File: src/hdl/byte_stream_reassembler_unit_assert.svh
// ----------------------------------------------------------------------------
// byte stream reassembler assertion macros
// clocked implication checks with an active-low reset guard (disable iff)
// ----------------------------------------------------------------------------
`ifndef BYTE_STREAM_REASSEMBLER_UNIT_ASSERT_SVH
`define BYTE_STREAM_REASSEMBLER_UNIT_ASSERT_SVH

`ifndef NO_ASSERTIONS

// same-cycle implication
`define BSR_ASSERT_IMPL(lbl, clk, rst_n, ante, cons) \
    lbl: assert property (@(posedge clk) disable iff (!(rst_n)) (ante) |-> (cons)) \
        else $error("assertion failed");

// next-cycle implication
`define BSR_ASSERT_NEXT(lbl, clk, rst_n, ante, cons) \
    lbl: assert property (@(posedge clk) disable iff (!(rst_n)) (ante) |=> (cons)) \
        else $error("assertion failed");

`else

`define BSR_ASSERT_IMPL(lbl, clk, rst_n, ante, cons)
`define BSR_ASSERT_NEXT(lbl, clk, rst_n, ante, cons)

`endif

`endif

File: src/hdl/bsr_pkg.sv
// ----------------------------------------------------------------------------
// bsr_pkg
// shared constants and the control bundle broadcast to the slot cells
// ----------------------------------------------------------------------------
`default_nettype none

package bsr_pkg;

    // default window size in bytes
    localparam int BSR_CAPACITY = 64;
    // offset width, holds 0 .. BSR_CAPACITY
    localparam int OFF_W = 7;

    typedef struct packed {
        logic             shift;      // every cell takes its upper neighbour
        logic             ins;        // store wr_data at ins_off if empty
        logic [OFF_W-1:0] ins_off;
        logic             trunc;      // drop every cell at or above trunc_off
        logic [OFF_W-1:0] trunc_off;
        logic [7:0]       wr_data;
    } bsr_cell_ctrl_t;

endpackage

`default_nettype wire

File: src/hdl/bsr_cell.sv
// ----------------------------------------------------------------------------
// bsr_cell
// one window slot: valid mark and data byte, shifts down towards offset zero
// ----------------------------------------------------------------------------
`default_nettype none

module bsr_cell #(
    parameter int POS = 0
) (
    input  wire logic                    aclk,
    input  wire logic                    aresetn,
    input  wire bsr_pkg::bsr_cell_ctrl_t ctrl,
    input  wire logic                    nbr_valid,
    input  wire logic [7:0]              nbr_data,
    output logic                         valid,
    output logic [7:0]                   data
);
    import bsr_pkg::*;

    logic       valid_reg, valid_next;
    logic [7:0] data_reg, data_next;
    logic       ins_hit, trunc_hit;

    assign ins_hit   = ctrl.ins && (ctrl.ins_off == OFF_W'(POS)) && !valid_reg;
    assign trunc_hit = ctrl.trunc && (OFF_W'(POS) >= ctrl.trunc_off);

    always_comb begin
        valid_next = valid_reg;
        data_next  = data_reg;
        if (ctrl.shift) begin
            valid_next = nbr_valid;
            data_next  = nbr_data;
        end else if (trunc_hit) begin
            valid_next = 1'b0;
        end else if (ins_hit) begin
            valid_next = 1'b1;
            data_next  = ctrl.wr_data;
        end
    end

    always_ff @(posedge aclk) begin
        if (!aresetn) begin
            valid_reg <= 1'b0;
        end else begin
            valid_reg <= valid_next;
        end
    end

    always_ff @(posedge aclk) begin
        data_reg <= data_next;
    end

    assign valid = valid_reg;
    assign data  = data_reg;

endmodule

`default_nettype wire

File: src/hdl/bsr_run_count.sv
// ----------------------------------------------------------------------------
// bsr_run_count
// two-level tree: stored byte count and length of the in-order run from slot 0
// ----------------------------------------------------------------------------
`default_nettype none

module bsr_run_count #(
    parameter int CAPACITY = bsr_pkg::BSR_CAPACITY,
    parameter int CNT_W    = $clog2(CAPACITY + 1)
) (
    input  wire logic                aclk,
    input  wire logic [CAPACITY-1:0] valid_vec,
    output logic [CNT_W-1:0]         pop,
    output logic [CNT_W-1:0]         run
);
    localparam int NGRP  = (CAPACITY + 7) / 8;
    localparam int PAD_W = NGRP * 8;

    logic [PAD_W-1:0] vpad;
    logic [3:0]       g_pop_reg [NGRP];
    logic [3:0]       g_lead_reg[NGRP];
    logic [3:0]       g_pop_next [NGRP];
    logic [3:0]       g_lead_next[NGRP];

    assign vpad = PAD_W'(valid_vec);

    // first level: per group of eight slots
    always_comb begin
        logic [3:0] p;
        logic [3:0] l;
        logic       r;
        for (int g = 0; g < NGRP; g++) begin
            p = '0;
            l = '0;
            r = 1'b1;
            for (int b = 0; b < 8; b++) begin
                p = p + 4'(vpad[g*8+b]);
                if (r && vpad[g*8+b]) begin
                    l = l + 4'd1;
                end else begin
                    r = 1'b0;
                end
            end
            g_pop_next[g]  = p;
            g_lead_next[g] = l;
        end
    end

    always_ff @(posedge aclk) begin
        for (int g = 0; g < NGRP; g++) begin
            g_pop_reg[g]  <= g_pop_next[g];
            g_lead_reg[g] <= g_lead_next[g];
        end
    end

    // second level: combine the groups
    always_comb begin
        logic [CNT_W-1:0] tot;
        logic [CNT_W-1:0] rn;
        logic             full;
        tot  = '0;
        rn   = '0;
        full = 1'b1;
        for (int g = 0; g < NGRP; g++) begin
            tot = tot + CNT_W'(g_pop_reg[g]);
            if (full) begin
                rn = rn + CNT_W'(g_lead_reg[g]);
            end
            full = full && (g_lead_reg[g] == 4'd8);
        end
        pop = tot;
        run = rn;
    end

endmodule

`default_nettype wire

File: src/hdl/byte_stream_reassembler_unit.sv
// ----------------------------------------------------------------------------
// byte_stream_reassembler_unit
// in-order reassembly of indexed stream bytes over a sliding window of slots
// ----------------------------------------------------------------------------
//
//  channel | dir | tdata                                   | tuser / tlast
//  --------+-----+-----------------------------------------+-------------------------
//  s_      | in  | byte_value[7:0], byte_index[39:8]       | has_byte / ends_stream
//  m_      | out | out_byte[7:0], pending_count[14:8]      | out_valid,
//          |     |                                         | stream_finished / last_of_run
//
//  one transaction in at a time: accept, run counting in ST_CNT1 and ST_CNT2, then
//  one result per released byte, or a single status-only result if none is released
//  each result lasts until m_tready; the slot chain shifts once per released byte
//  reset clears the valid marks of every cell at once, no clearing pass
//  s_tready is high only between items
//
`default_nettype none
`include "byte_stream_reassembler_unit_assert.svh"

module byte_stream_reassembler_unit #(
    parameter int CAPACITY = bsr_pkg::BSR_CAPACITY
) (
    input  wire logic        aclk,
    input  wire logic        aresetn,
    // input transactions
    input  wire logic        s_tvalid,
    output logic             s_tready,
    input  wire logic [39:0] s_tdata,   // byte_value[7:0], byte_index[39:8]
    input  wire logic [0:0]  s_tuser,   // has_byte[0]
    input  wire logic        s_tlast,   // ends_stream
    // result transactions
    output logic             m_tvalid,
    input  wire logic        m_tready,
    output logic [15:0]      m_tdata,   // out_byte[7:0], pending_count[14:8], zero[15]
    output logic [1:0]       m_tuser,   // out_valid[0], stream_finished[1]
    output logic             m_tlast    // last_of_run
);
    import bsr_pkg::*;

    localparam int CNT_W = $clog2(CAPACITY + 1);

    typedef enum logic [3:0] {
        ST_IDLE = 4'b0001,
        ST_CNT1 = 4'b0010,
        ST_CNT2 = 4'b0100,
        ST_EMIT = 4'b1000
    } state_t;

    state_t state_reg, state_next;

    // stream state
    logic [31:0]      exp_reg, exp_next;
    logic             end_known_reg, end_known_next;
    logic [31:0]      end_pos_reg, end_pos_next;
    logic             done_reg, done_next;
    // per-item result bookkeeping
    logic [CNT_W-1:0] remain_reg, remain_next;
    logic [CNT_W-1:0] pend_reg, pend_next;

    // slot chain
    bsr_cell_ctrl_t   ctrl;
    logic             cell_valid[CAPACITY+1];
    logic [7:0]       cell_data [CAPACITY+1];
    logic [CAPACITY-1:0] valid_vec;

    logic [CNT_W-1:0] tree_pop, tree_run, run_eff;

    // input decode
    logic        s_acc, m_acc;
    logic        has_byte, ends_stream;
    logic [7:0]  byte_value;
    logic [31:0] byte_index, diff;
    logic        byte_ok;
    logic [32:0] end_e, end_diff;
    logic        end_ok;
    logic        has_out;

    assign has_byte    = s_tuser[0];
    assign ends_stream = s_tlast;
    assign byte_value  = s_tdata[7:0];
    assign byte_index  = s_tdata[39:8];

    assign s_tready = (state_reg == ST_IDLE);
    assign s_acc    = s_tvalid && s_tready;
    assign m_tvalid = (state_reg == ST_EMIT);
    assign m_acc    = m_tvalid && m_tready;
    assign has_out  = (remain_reg != '0);

    // byte inside the window, below any known end, not at the last index
    assign diff    = byte_index - exp_reg;
    assign byte_ok = has_byte && (byte_index >= exp_reg) && (diff < 32'(CAPACITY))
                     && (byte_index != '1)
                     && !(end_known_reg && (byte_index >= end_pos_reg));

    // end mark kept only if its position lies within the window
    assign end_e    = {1'b0, byte_index} + 33'(has_byte);
    assign end_diff = end_e - {1'b0, exp_reg};
    assign end_ok   = ends_stream && !end_known_reg && !end_e[32]
                      && (end_e >= {1'b0, exp_reg}) && (end_diff <= 33'(CAPACITY));

    // broadcast to the cells
    always_comb begin
        ctrl           = '0;
        ctrl.wr_data   = byte_value;
        ctrl.ins_off   = OFF_W'(diff);
        ctrl.trunc_off = OFF_W'(end_diff);
        if (s_acc && !done_reg) begin
            ctrl.ins   = byte_ok;
            ctrl.trunc = end_ok;
        end
        ctrl.shift = m_acc && has_out;
    end

    // slot 0 holds the byte at the expected index, upper cells feed down
    assign cell_valid[CAPACITY] = 1'b0;
    assign cell_data[CAPACITY]  = 8'd0;

    for (genvar k = 0; k < CAPACITY; k++) begin : g_cell
        bsr_cell #(
            .POS (k)
        ) u_cell (
            .aclk      (aclk),
            .aresetn   (aresetn),
            .ctrl      (ctrl),
            .nbr_valid (cell_valid[k+1]),
            .nbr_data  (cell_data[k+1]),
            .valid     (cell_valid[k]),
            .data      (cell_data[k])
        );
        assign valid_vec[k] = cell_valid[k];
    end

    // stored count and in-order run, ready in ST_CNT2
    bsr_run_count #(
        .CAPACITY (CAPACITY),
        .CNT_W    (CNT_W)
    ) u_run_count (
        .aclk      (aclk),
        .valid_vec (valid_vec),
        .pop       (tree_pop),
        .run       (tree_run)
    );

    // nothing is released once the stream has finished
    assign run_eff = done_reg ? '0 : tree_run;

    always_comb begin
        state_next     = state_reg;
        exp_next       = exp_reg;
        end_known_next = end_known_reg;
        end_pos_next   = end_pos_reg;
        done_next      = done_reg;
        remain_next    = remain_reg;
        pend_next      = pend_reg;
        case (state_reg)
            ST_IDLE: begin
                if (s_acc) begin
                    if (!done_reg && end_ok) begin
                        end_known_next = 1'b1;
                        end_pos_next   = end_e[31:0];
                    end
                    state_next = ST_CNT1;
                end
            end
            ST_CNT1: begin
                state_next = ST_CNT2;
            end
            ST_CNT2: begin
                // status after the whole run is known before the first result
                remain_next = run_eff;
                pend_next   = tree_pop - run_eff;
                if (end_known_reg && ((exp_reg + 32'(run_eff)) == end_pos_reg)) begin
                    done_next = 1'b1;
                end
                state_next = ST_EMIT;
            end
            ST_EMIT: begin
                if (m_acc) begin
                    if (has_out) begin
                        exp_next    = exp_reg + 32'd1;
                        remain_next = remain_reg - CNT_W'(1);
                    end
                    if (m_tlast) begin
                        state_next = ST_IDLE;
                    end
                end
            end
            default: begin
                state_next = ST_IDLE;
            end
        endcase
    end

    always_ff @(posedge aclk) begin
        if (!aresetn) begin
            state_reg     <= ST_IDLE;
            exp_reg       <= '0;
            end_known_reg <= 1'b0;
            end_pos_reg   <= '0;
            done_reg      <= 1'b0;
            remain_reg    <= '0;
            pend_reg      <= '0;
        end else begin
            state_reg     <= state_next;
            exp_reg       <= exp_next;
            end_known_reg <= end_known_next;
            end_pos_reg   <= end_pos_next;
            done_reg      <= done_next;
            remain_reg    <= remain_next;
            pend_reg      <= pend_next;
        end
    end

    // result: slot 0 byte, or a status-only transaction when nothing was released
    assign m_tdata = {1'b0, 7'(pend_reg), (has_out ? cell_data[0] : 8'd0)};
    assign m_tuser = {done_reg, has_out};
    assign m_tlast = (remain_reg <= CNT_W'(1));

    // one item in flight: no input while results are pending
    `BSR_ASSERT_IMPL(a_idle_no_result, aclk, aresetn, s_tready, !m_tvalid)
    // an accepted item is followed by the counting cycles
    `BSR_ASSERT_NEXT(a_accept_counts, aclk, aresetn, s_acc, (state_reg == ST_CNT1))
    // a released byte always sits in a valid slot 0
    `BSR_ASSERT_IMPL(a_byte_from_valid, aclk, aresetn, (m_tvalid && m_tuser[0]),
                     cell_valid[0])
    // the finished flag never falls
    `BSR_ASSERT_NEXT(a_done_sticks, aclk, aresetn, done_reg, done_reg)
    // the final result of an item hands back to the input side
    `BSR_ASSERT_NEXT(a_last_returns, aclk, aresetn, (m_acc && m_tlast), s_tready)

endmodule

`default_nettype wire
File: config.mk
export PLATFORM = sky130hd
export DESIGN_NAME = byte_stream_reassembler_unit
export DESIGN_NICKNAME = d
export VERILOG_FILES = /design/src/hdl/bsr_pkg.sv /design/src/hdl/bsr_cell.sv /design/src/hdl/bsr_run_count.sv /design/src/hdl/byte_stream_reassembler_unit.sv
export VERILOG_INCLUDE_DIRS = /design/src /design/src/hdl
export SDC_FILE = /design/constraint.sdc
export NUM_CORES = 2
export LEC_CHECK = 0
export ABC_AREA = 1
export BUFFER_PORTS_ARGS = -buffer_cell sky130_fd_sc_hd__buf_2
export CAP_MARGIN = 20
export CORE_UTILIZATION = 30
export CTS_CLUSTER_DIAMETER = 80
export CTS_CLUSTER_SIZE = 40
export DETAILED_ROUTE_END_ITERATION = 16
export GPL_ROUTABILITY_DRIVEN = 0
export HOLD_SLACK_MARGIN = 0.1
export SETUP_SLACK_MARGIN = 0.05
export SYNTH_ARGS = -nofsm -noshare
export SYNTH_HDL_FRONTEND = slang
export SYNTH_SLANG_ARGS = --single-unit
File: constraint.sdc
create_clock -name aclk -period 10.5 [get_ports aclk]
set_input_delay 1.05 -clock aclk [delete_from_list [all_inputs] [get_ports aclk]]
set_output_delay 1.05 -clock aclk [all_outputs]
set_load 0.03 [all_outputs]
Word-level counts from Yosys, hierarchy flattened
Memories as Yosys holds them, arrays and structs flattened.
Cells that the tools add are included.
Widths: inputs -> output; s select.
{"block": "op_classes", "reduce_logical": 536, "mux": 516, "n_addsub": 133, "bitwise": 2, "magnitude_cmp": 70, "eq_ne": 143}
{"op": "$mux 8", "count": 190}
{"op": "$logic_and 1x1->1", "count": 269}
{"op": "$mux 1", "count": 255}
{"op": "$mux 4", "count": 59}
{"op": "$eq 7x6->1 const B", "count": 32}
{"op": "$ge 6x7->1 const A", "count": 32}
{"op": "$add 4x1->4 const B", "count": 49}
{"op": "$add 4x1->4", "count": 48}
{"op": "$reduce_bool 3->1", "count": 63}
{"op": "$reduce_and 2->1", "count": 65}
{"op": "$reduce_bool 2->1", "count": 64}
{"op": "$ne 2x2->1 const B", "count": 63}
{"op": "$eq 7x5->1 const B", "count": 16}
{"op": "$ge 5x7->1 const A", "count": 16}
{"op": "$add 7x4->7", "count": 12}
{"op": "$mux 7", "count": 10}
{"op": "$logic_not 1->1", "count": 68}
{"op": "$ge 32x32->1", "count": 2}
{"op": "$eq 7x4->1 const B", "count": 8}
{"op": "$ge 4x7->1 const A", "count": 8}
{"op": "$add 32x1->33", "count": 1}
{"op": "$ge 33x32->1", "count": 1}
{"op": "$le 33x7->1 const B", "count": 1}
{"op": "$sub 33x32->33", "count": 1}
{"op": "30 further kinds", "count": 67}
{"block": "word_totals", "reg_bits": 660, "n_memories": 2, "ramBits": 64, "input_bits": 46, "output_inout_bits": 21, "word_cells": 1537}
{"name": "u_run_count.g_lead_reg", "words": 8, "width": 4, "read_ports": 8, "rd_ports_with_merged_regs": 0, "wr": 8, "line": "bsr_run_count.sv:21", "source": "logic [3:0] g_lead_reg[NGRP];"}
{"name": "u_run_count.g_pop_reg", "words": 8, "width": 4, "read_ports": 8, "rd_ports_with_merged_regs": 0, "wr": 8, "line": "bsr_run_count.sv:20", "source": "logic [3:0] g_pop_reg [NGRP];"}

Logic depth before layout (Yosys ltp)
An unclocked memory read counts as a cell.
{"block": "depth", "ltp_word": 20, "ltp_mapped": 55, "depth_no_buf": 55}

Worst setup path before layout
Ideal clock, no wire load.
{"block": "synth_timing", "path_type": "register to register", "startpoint": "mem u_run_count.g_lead_reg[0][0]", "endpoint": "reg pend_reg[6]", "setup_slack_ns": 1.189, "setup_time_ns": 0.070, "path_stages_with_launch": 41, "t_arrival_ns": 9.241, "path_cell_list": "dfxtp_1 ha_1 fa_1 nand2_1 o21ai_0 inv_1 fa_1 o21ai_1 inv_1 fa_1 o21ai_1 fa_1 inv_1 o21ai_2 inv_1 fa_1 xor2_1 o21ai_0 (+5 left out) nand2_1 ha_1 xnor2_1 a21oi_1 nand2_1 fa_1 fa_1 fa_1 fa_1 inv_1 fa_1 nor2_1 a211oi_1 xnor2_1 inv_1 nand4_1 nand2_1 a21oi_1"}
{"item": "start: declaration", "line": "bsr_run_count.sv:21"}
{"item": "end signal: assignment", "line": "byte_stream_reassembler_unit.sv:211", "source": "pend_reg <= pend_next;"}
{"item": "end: declaration", "line": "byte_stream_reassembler_unit.sv:59", "source": "logic [CNT_W-1:0] pend_reg, pend_next;"}

==> flow_summary.json <==
{
  "ys_ff_latch": 724,
  "initial_core_util_pct": 30.3,
  "synth-xor-area-share_pct": 2.97,
  "htreeDepth": 2,
  "die_height_um": 392,
  "reg2reg_setup_slack_ns": 0.60,
  "numPortBuffers": 65,
  "cts_hold_buffers": 0,
  "grt_pass1_vias": 36818,
  "switching_share_pct": 28.2,
  "crit_slowest_cell": "fa_1",
  "cts-root-buf": "clkbuf_16",
  "die_x_um": 392,
  "top_usage_layer": "met2",
  "final_max_slew_viol_count": 0,
  "grt_antenna_before_repair": 1,
  "use_met2_pct": 27.3,
  "syn-cell-area_sq_um": 45600,
  "vias_per_cell": 4.86,
  "drv_cap": 0,
  "via_count": 38883,
  "ys_seq_area_share_pct": 42.9,
  "setup_violations": 0,
  "start_kind": "register",
  "rsz0062_at_grt": "false",
  "wl_per_cell_um": 16.1,
  "syn_avg_cell_area_sq_um": 7.56,
  "grtUsageMet3_pct": 2.75,
  "cp-end-kind": "register",
  "cp_common_cell": "fa_1",
  "p_seq_share_pct": 54.5,
  "power_mw": 5.59,
  "dpl-instance-area_sq_um": 47800,
  "grt_pass1_wl_mm": 203,
  "clock_latency_ns": 0.66,
  "period_share_pct": 94.3,
  "yosys.area_share.simple_pct": 29.1,
  "critPathKind": "register to register",
  "synth_edf_count": 504,
  "outcome": "finished clean",
  "required_ns": 11.08,
  "muxShareOfSynthArea_pct": 0.198,
  "synthArstFlopShare_pct": 0,
  "final_common_cell": "nand2_1",
  "arrival_ns": 10.47,
  "wl_mm": 129,
  "grt_overflow": 0,
  "hpwl_mm": 96.5,
  "switchingPower_mw": 1.58,
  "dr.pass1.iters": 7,
  "rows": 142,
  "postCtsSetupBuffers": 0,
  "intPower_mw": 4.01,
  "clock_sinks": 724,
  "postCtsResizedCells": 0,
  "synth_flop_cell": "edfxtp_1",
  "syn2layout_area_growth_pct": 8.49,
  "p_per_area_nw_per_um2": 113,
  "finalHoldViolCount": 0,
  "max_freq_ghz": 0.101,
  "synth_cells": 6024,
  "hold_class": "register to register",
  "drive_gt1_share_pct": 4.80,
  "synth.top_cell.area_share_pct": 33.2,
  "grt_max_degree": 260,
  "nFillCells": 15965,
  "yosys.area_share.adder_pct": 9.11,
  "fin_nets": 6290,
  "drc": 0,
  "clkTransAtPathRegs_ns": 0.14,
  "met1_usage_pct": 21.7,
  "grtUsageTotal_pct": 16.5,
  "cts.path.max_buffers": 3,
  "io-pin-count": 67,
  "synth_top_family_by_area": "simple AND/OR/NAND/NOR gates",
  "postRouteAntennaNets": 0,
  "largest_reg_flops": 512,
  "slew_headroom_pct": 21.0,
  "leakage_nw": 21.3,
  "min_period_ns": 9.90,
  "synth_compound_area_share_pct": 6.94,
  "cts_buffers": 38,
  "power_frac_comb_pct": 9.7,
  "cts_tree": "yes",
  "worst_slew_pin_slew_ns": 1.18,
  "synth_fp_nets": 6362,
  "drtIter0Drc": 3794,
  "netlist-cell-type-count": 58,
  "clockPowerShare_pct": 35.8,
  "cpPeakStageDelay_ns": 0.57,
  "design_area_sq_um": 49400,
  "finalSetupTns_ns": 0,
  "core_region_area_sq_um": 150000,
  "crit_fanout": 4,
  "mostFrequentLayoutCells": "nand2_1, inv_1, edfxtp_1, nor2_1, o21ai_0",
  "ir_worst_vdd_v": 0.000142,
  "synth_area_leaders": "edfxtp_1, nand2_1, dfxtp_1",
  "design.die.area_sq_um": 153000,
  "yosys_warnings": 0,
  "synth_area_leader_cell": "edfxtp_1",
  "finalClockSkew_ns": 0.0510
}
## final timing paths
kind,start,endpoint,cells after the start
setup / recovery,u_run_count.g_lead_reg[0][0]$_DFF_P_,pend_reg[6]$_SDFFE_PN0P_,40
hold / removal,g_cell[46].u_cell.valid$_SDFFE_PN0P_,g_cell[46].u_cell.valid$_SDFFE_PN0P_,2
setup reg to reg,u_run_count.g_lead_reg[0][0]$_DFF_P_,pend_reg[6]$_SDFFE_PN0P_,40
hold reg to reg,g_cell[46].u_cell.valid$_SDFFE_PN0P_,g_cell[46].u_cell.valid$_SDFFE_PN0P_,2
## synthesized netlist by cell type (3+ instances only)
cell	count
a31oi_1	14
o211ai_1	3
a21oi_1	255
o221ai_1	3
o2111ai_1	3
nor3_2	6
inv_1	805
nand3b_1	16
fa_1	66
and3_1	5
nand4_1	193
inv_2	30
nor2_2	22
buf_6	6
nand2_1	2143
o21a_1	8
clkinv_1	6
or2_2	7
buf_2	17
dfxtp_1	220
ha_1	226
xor2_1	108
nor2_1	476
o21bai_1	7
or2_1	3
a211oi_1	4
nor2_4	4
nor3_1	57
clkbuf_1	161
edfxtp_1	504
nor4_1	16
nand3_1	215
o21ai_0	278
o31ai_1	3
nand2_2	22
xnor2_1	42
buf_4	6
mux2_2	8
buf_1	11
nand3_2	4
o21ai_1	13
and2_1	5
## power groups by stage
stage               combinational (mW)  sequential [mW]  clock, mW
finish                           0.540             3.05       2.00
global route                     0.597             3.05       2.14
CTS                              0.529             3.05       2.04
detailed placement               0.526             3.11          0
global placement                 0.521             3.11          0
floorplan                        0.351             3.11          0
## cell families after synthesis
logic type	after synthesis
AND/OR/NAND/NOR	3202
other	1
AO/OA/AOI/OAI	603
buffers and inverters	1042
multiplexers	8
flip-flops	724
adder cells (fa/ha/maj)	292
XOR/XNOR	152
## routing by layer
layer | routed length (um) | up-vias
li1 | - | 19141
met1 | 55500 | 18228
met2 | 59000 | 1295
met3 | 9680 | 217
met4 | 4570 | 2
met5 | 13 | -
## worst max-delay path: cells and delay by family (launching register included)
kind,cells,cell delay [ns]
AO/OA/AOI/OAI,9,1.41
XOR/XNOR,4,0.68
adder cells (fa/ha/maj),13,6.02
buffers and inverters,6,0.44
flip-flops,1,0.33
AND/OR/NAND/NOR,8,0.96
## area by class of cell
class / count / area [sq um] / area share, %
clock inverters: 28 / 597 / 1.21
diodes: 1 / 2.50 / 0.00506
well taps: 2016 / 2520 / 5.10
repair buffers: 89 / 533 / 1.08
inverters: 841 / 3160 / 6.40
flip-flops and latches: 724 / 19500 / 39.5
clock buffers: 42 / 997 / 2.02
multi-input cells: 4258 / 22100 / 44.7
## through the flow
stage               hold slack [ns]  std cells  setup WS (ns)  util [%]
detailed placement            0.473       7928          0.219      31.8
global route                  0.510       7998         0.0620      32.9
CTS                           0.488       7998          0.189      32.9
global placement              0.465       7928          0.507      31.8
floorplan                     0.448       6024           1.19         -
finish                        0.491       7999          0.603      32.9
No activity file was read; power rests on OpenSTA's default activity.
